===== src/rtl/lpce_pkg.sv =====
`timescale 1ns / 1ps

package lpce_pkg;

    localparam int VAL_W     = 16;
    localparam int COUNT_W   = 11;
    localparam int INDEX_W   = 10;
    localparam int COLOR_W   = 24;
    localparam int CFG_IDX_W = 3;
    localparam int PROD_W    = 32;
    localparam int MAX_PIXELS = 1024;

    localparam logic [VAL_W:0] COUNTER_MODULUS = 17'd65535;

    localparam logic [VAL_W-1:0]   RESET_START_OFFSET = 16'd14400;
    localparam logic [VAL_W-1:0]   RESET_BIT_PERIOD   = 16'd90;
    localparam logic [VAL_W-1:0]   RESET_ONE_HIGH     = 16'd58;
    localparam logic [VAL_W-1:0]   RESET_ONE_LOW      = 16'd32;
    localparam logic [VAL_W-1:0]   RESET_ZERO_HIGH    = 16'd29;
    localparam logic [VAL_W-1:0]   RESET_ZERO_LOW     = 16'd61;
    localparam logic [COUNT_W-1:0] RESET_PIXEL_COUNT  = 11'd64;

    typedef enum logic [CFG_IDX_W-1:0] {
        REG_START_OFFSET = 3'd0,
        REG_BIT_PERIOD   = 3'd1,
        REG_ONE_HIGH     = 3'd2,
        REG_ONE_LOW      = 3'd3,
        REG_ZERO_HIGH    = 3'd4,
        REG_ZERO_LOW     = 3'd5,
        REG_PIXEL_COUNT  = 3'd6
    } cfg_reg_t;

    typedef struct packed {
        logic [VAL_W-1:0]   start_offset;
        logic [VAL_W-1:0]   bit_period;
        logic [VAL_W-1:0]   one_high_time;
        logic [VAL_W-1:0]   one_low_time;
        logic [VAL_W-1:0]   zero_high_time;
        logic [VAL_W-1:0]   zero_low_time;
        logic [COUNT_W-1:0] pixel_count;
    } cfg_t;

    typedef struct packed {
        logic [VAL_W-1:0]   base;
        logic [COLOR_W-1:0] grb;
        logic               last_pixel;
    } work_t;

    // Reduces a sum below twice the modulus into the range of the counter.
    function automatic logic [VAL_W-1:0] mod_reduce(input logic [VAL_W:0] x);
        logic [VAL_W:0] r;
        begin
            r = (x >= COUNTER_MODULUS) ? (x - COUNTER_MODULUS) : x;
            return r[VAL_W-1:0];
        end
    endfunction

endpackage


===== src/rtl/lpce_queue.sv =====
`timescale 1ns / 1ps

module lpce_queue import lpce_pkg::*; (
    input  logic  clk,
    input  logic  rst_n,
    input  logic  push_valid,
    output logic  push_ready,
    input  work_t push_data,
    output logic  pop_valid,
    input  logic  pop_ready,
    output work_t pop_data
);

    work_t       mem_reg [2];
    logic        wr_ptr_reg, wr_ptr_next;
    logic        rd_ptr_reg, rd_ptr_next;
    logic [1:0]  count_reg, count_next;
    logic        do_push, do_pop;

    assign push_ready = (count_reg != 2'd2);
    assign pop_valid  = (count_reg != 2'd0);
    assign pop_data   = mem_reg[rd_ptr_reg];
    assign do_push    = push_valid && push_ready;
    assign do_pop     = pop_valid && pop_ready;

    always_comb
    begin
        wr_ptr_next = do_push ? !wr_ptr_reg : wr_ptr_reg;
        rd_ptr_next = do_pop ? !rd_ptr_reg : rd_ptr_reg;
        count_next  = count_reg + 2'(do_push) - 2'(do_pop);
    end

    always_ff @(posedge clk or negedge rst_n)
    begin
        if (!rst_n)
        begin
            wr_ptr_reg <= 1'b0;
            rd_ptr_reg <= 1'b0;
            count_reg  <= 2'd0;
        end
        else
        begin
            wr_ptr_reg <= wr_ptr_next;
            rd_ptr_reg <= rd_ptr_next;
            count_reg  <= count_next;
        end
    end

    always_ff @(posedge clk)
    begin
        if (do_push)
        begin
            mem_reg[wr_ptr_reg] <= push_data;
        end
    end

endmodule


===== config.mk =====
export PLATFORM = sky130hd
export DESIGN_NAME = lpce_queue
export DESIGN_NICKNAME = d
export VERILOG_FILES = /design/src/rtl/lpce_pkg.sv /design/src/rtl/lpce_queue.sv
export SDC_FILE = /design/constraint.sdc
export NUM_CORES = 1
export LEC_CHECK = 0
export ABC_AREA = 1
export BUFFER_PORTS_ARGS = -buffer_cell sky130_fd_sc_hd__buf_4
export CELL_PAD_IN_SITES_DETAIL_PLACEMENT = 2
export CELL_PAD_IN_SITES_GLOBAL_PLACEMENT = 2
export CORE_MARGIN = 5
export CORE_UTILIZATION = 38
export CTS_BUF_LIST = sky130_fd_sc_hd__clkbuf_2 sky130_fd_sc_hd__clkbuf_4 sky130_fd_sc_hd__clkbuf_8
export DETAILED_ROUTE_END_ITERATION = 10
export PLACE_DENSITY_LB_ADDON = 0.1
export SETUP_SLACK_MARGIN = 0.02
export SKIP_LAST_GASP = 1
export SYNTH_ARGS = -nofsm -noshare
export SYNTH_HDL_FRONTEND = slang
export SYNTH_SLANG_ARGS = --single-unit

===== constraint.sdc =====
create_clock -name clk -period 4.4 [get_ports clk]
set_input_delay 0.66 -clock clk [delete_from_list [all_inputs] [get_ports clk]]
set_output_delay 0.66 -clock clk [all_outputs]
set_load 0.03 [all_outputs]

==> results by group <==
Placed design
  • Post-detail-place hpwl: 5570 µm
  • Post-Place Worst Slack: 1.97 ns
  • IO Port Bufs: 87
  • Placement Cell Area: 0.00398 mm²
  • Routability cong.: 0.701

Timing
  • Final setup margin: 1.60 ns
  • Final Max Tran Viols: 0
  • Slew headroom: 43.5%
  • Setup Skew: 0.00800 ns
  • Worst slew pin tran: 0.848 ns
  • Final Hold Fails: 0
  • Max Clk Rate: 357 MHz
  • Final period utilization: 63.6%
  • Fin crit period: 2.80 ns
  • Fin Setup TNS: 0 ns
  • Finish-stage setup viols: 0
  • RSZ-0062 raised after global routing: false

Yosys
  • Seq/Total Area, Yosys: 79.1%
  • Synth top area cells: edfxtp_1, nand2_1, dfrtp_1, buf_6, buf_4
  • Leading area contributor after synthesis: edfxtp_1
  • Post-synth cell types: 16
  • EDFF count, synth: 82
  • Flops & latches, synth: 86
  • Cell with the most instances after synthesis: nand2_1
  • Mapped cell area: 0.00324 mm²
  • Synth top area share: 76.0%
  • Synth warn: 0
  • Most common library cells after synthesis: nand2_1, edfxtp_1, inv_1
  • Synthesized Nets: 292
  • Mapped Cells: 246
  • Asr flop ratio synth: 4.65%
  • Prevailing post-synth register cell: edfxtp_1
  • Mapped Avg Cell Area: 13.2 µm²

Power and ir drop
  • Net load switching power: 1.32 mW
  • Internal Pwr Total: 1.74 mW
  • Clock network power share: 16.9%
  • Logic pwr share: 42.4%
  • Peak VDD IR: 0.385 mV
  • Leakage: 1.79 nW
  • Flop pwr share: 40.6%
  • Fraction of power spent switching nets: 43.1%
  • PD cells: 736 mW/mm²

Finish
  • Max reg flops: 82
  • Area Overhead vs Synth: 28.4%
  • Final core occ: 50.4%
  • Share of layout cells above drive strength 1: 32.5%
  • Nets: 383
  • Fill count: 855
  • Register area: 0.00256 mm²
  • Cell area after layout: 0.00416 mm²
  • Multi-input logic area: 581 µm²
  • # diodes: 0

Clock network
  • PostCTS Resize Cnt: 0
  • CTS Hold Bufs: 0
  • Postcts setup bufs: 0
  • Total CTS buffers: 9
  • # clock sinks: 86
  • Clock Latency Late Sink: 0.36 ns
  • H-Tree Level Count: 3
  • CTS tree: yes
  • Root Driver: clkbuf_8
  • Clock buffer depth: 2
  • Clk slew on worst S/H paths: 0.09 ns

Worst hold path
  • Worst min path class: in2async

Setup path
  • FF-to-FF End: mem_reg[0][36]
  • Arrival @ worst endpoint: 2.14 ns
  • Crit path launch type: flop
  • Critical path origin: rd_ptr_reg
  • Crit Path Category: reg2out
  • Crit path required time: 3.74 ns
  • RR Startpoint: count_reg[1]
  • Crit end category: output pin
  • Worst R2R Setup Slack: 2.50 ns
  • Maximum fanout along the worst path: 42
  • FF-to-FF path depth: 4

Floorplan
  • Core Region: 0.00826 mm²
  • Initial Util: 39.2%
  • IO Count: 88
  • FP Rows: 33
  • Chip Height: 102 µm
  • Die width: 102 µm
  • Full die area: 0.0105 mm²

GRT
  • Busiest grt layer: met2
  • Total gr overflow: 0
  • Largest net degree at the start of global routing: 43
  • Initial antenna violation count: 0
  • GR Util met1: 19.3%
  • Number of global-route vias before repair: 2430
  • GRT met3 Usage: 4.71%
  • All-Layer GR Usage: 16.3%
  • M2 GR Usage: 29.0%
  • First-pass GRT wire length: 12600 µm

Routing
  • DR vias: 2104
  • Vias per inst: 4.71
  • Final wirelength: 8050 µm
  • DRT antenna net count: 0
  • DRC viols: 0
  • Routed len/inst: 18.0 µm
  • Router iterations before antenna repair: 4
  • First DRT Iteration DRCs: 55

Job
  • Max Cap Violations: 0

Run status
  • Outcome: complete, no violations
[cells by family after synthesis]
logic type	synth area share, %
simple gates	16.5
flops	79.1
fa+ha+maj	0.386
xor+xnor	0.270
compound gates	0.309
buf+inv	3.47
[placed cells by master (no fill, tap or decap), types with 2 or more instances in the layout]
master    count
inv_1         7
dfrtp_1       3
buf_4        89
nand2_1     130
nand3_1       2
edfxtp_1     82
nor2_4        2
inv_6         5
nor2_1        3
clkbuf_8      9
[per-stage QoR]
step	hold slack (ns)	total power, mW	cells
floorplan	0.364	2.08	246
finish	0.0819	3.06	447
global placement	0.461	2.54	431
CTS	0.0627	3.12	447
global route	0.0586	3.25	447
detailed placement	0.460	2.59	431
[worst max-delay path, stage by stage, from the launching register on]
cell and delay, ns:
dfrtp_2 0.92, inv_4 0.39, nand2_1 0.18, nand2_1 0.10, buf_4 0.18
[worst max path at each step]
| stage | to |
|---|---|
| 6_report | pop_data[0] |
| 5_1_grt | pop_data[0] |
| 4_1_cts | pop_data[0] |
| 3_5_place_dp | pop_data[24] |
| 3_3_place_gp | pop_data[24] |
| 2_1_floorplan | mem_reg[1][0] |
[power groups by stage]
stage / sequential (mW) / combinational [mW] / clock, mW
floorplan: 1.19 / 0.895 / 0
global placement: 1.25 / 1.28 / 0
detailed placement: 1.27 / 1.33 / 0
CTS: 1.25 / 1.34 / 0.538
global route: 1.27 / 1.41 / 0.578
finish: 1.24 / 1.30 / 0.518
[per-layer routing]
metal	part of all wire, %	vias up	wire length (µm)
met2	52	55	4220
met5	0	-	0
li1	-	998	-
met4	1.2	0	93
met3	5.3	7	427
met1	41	1044	3300
[area by class of cell]
class | instances | share of cell area, %
clock buffer | 9 | 2.98
clock inverter | 7 | 1.44
inverter | 8 | 0.782
multi-input combinational | 143 | 14.0
sequential | 86 | 61.6
tap | 105 | 3.16
timing repair buffer | 89 | 16.1
Power figures use the tool's default switching activity.
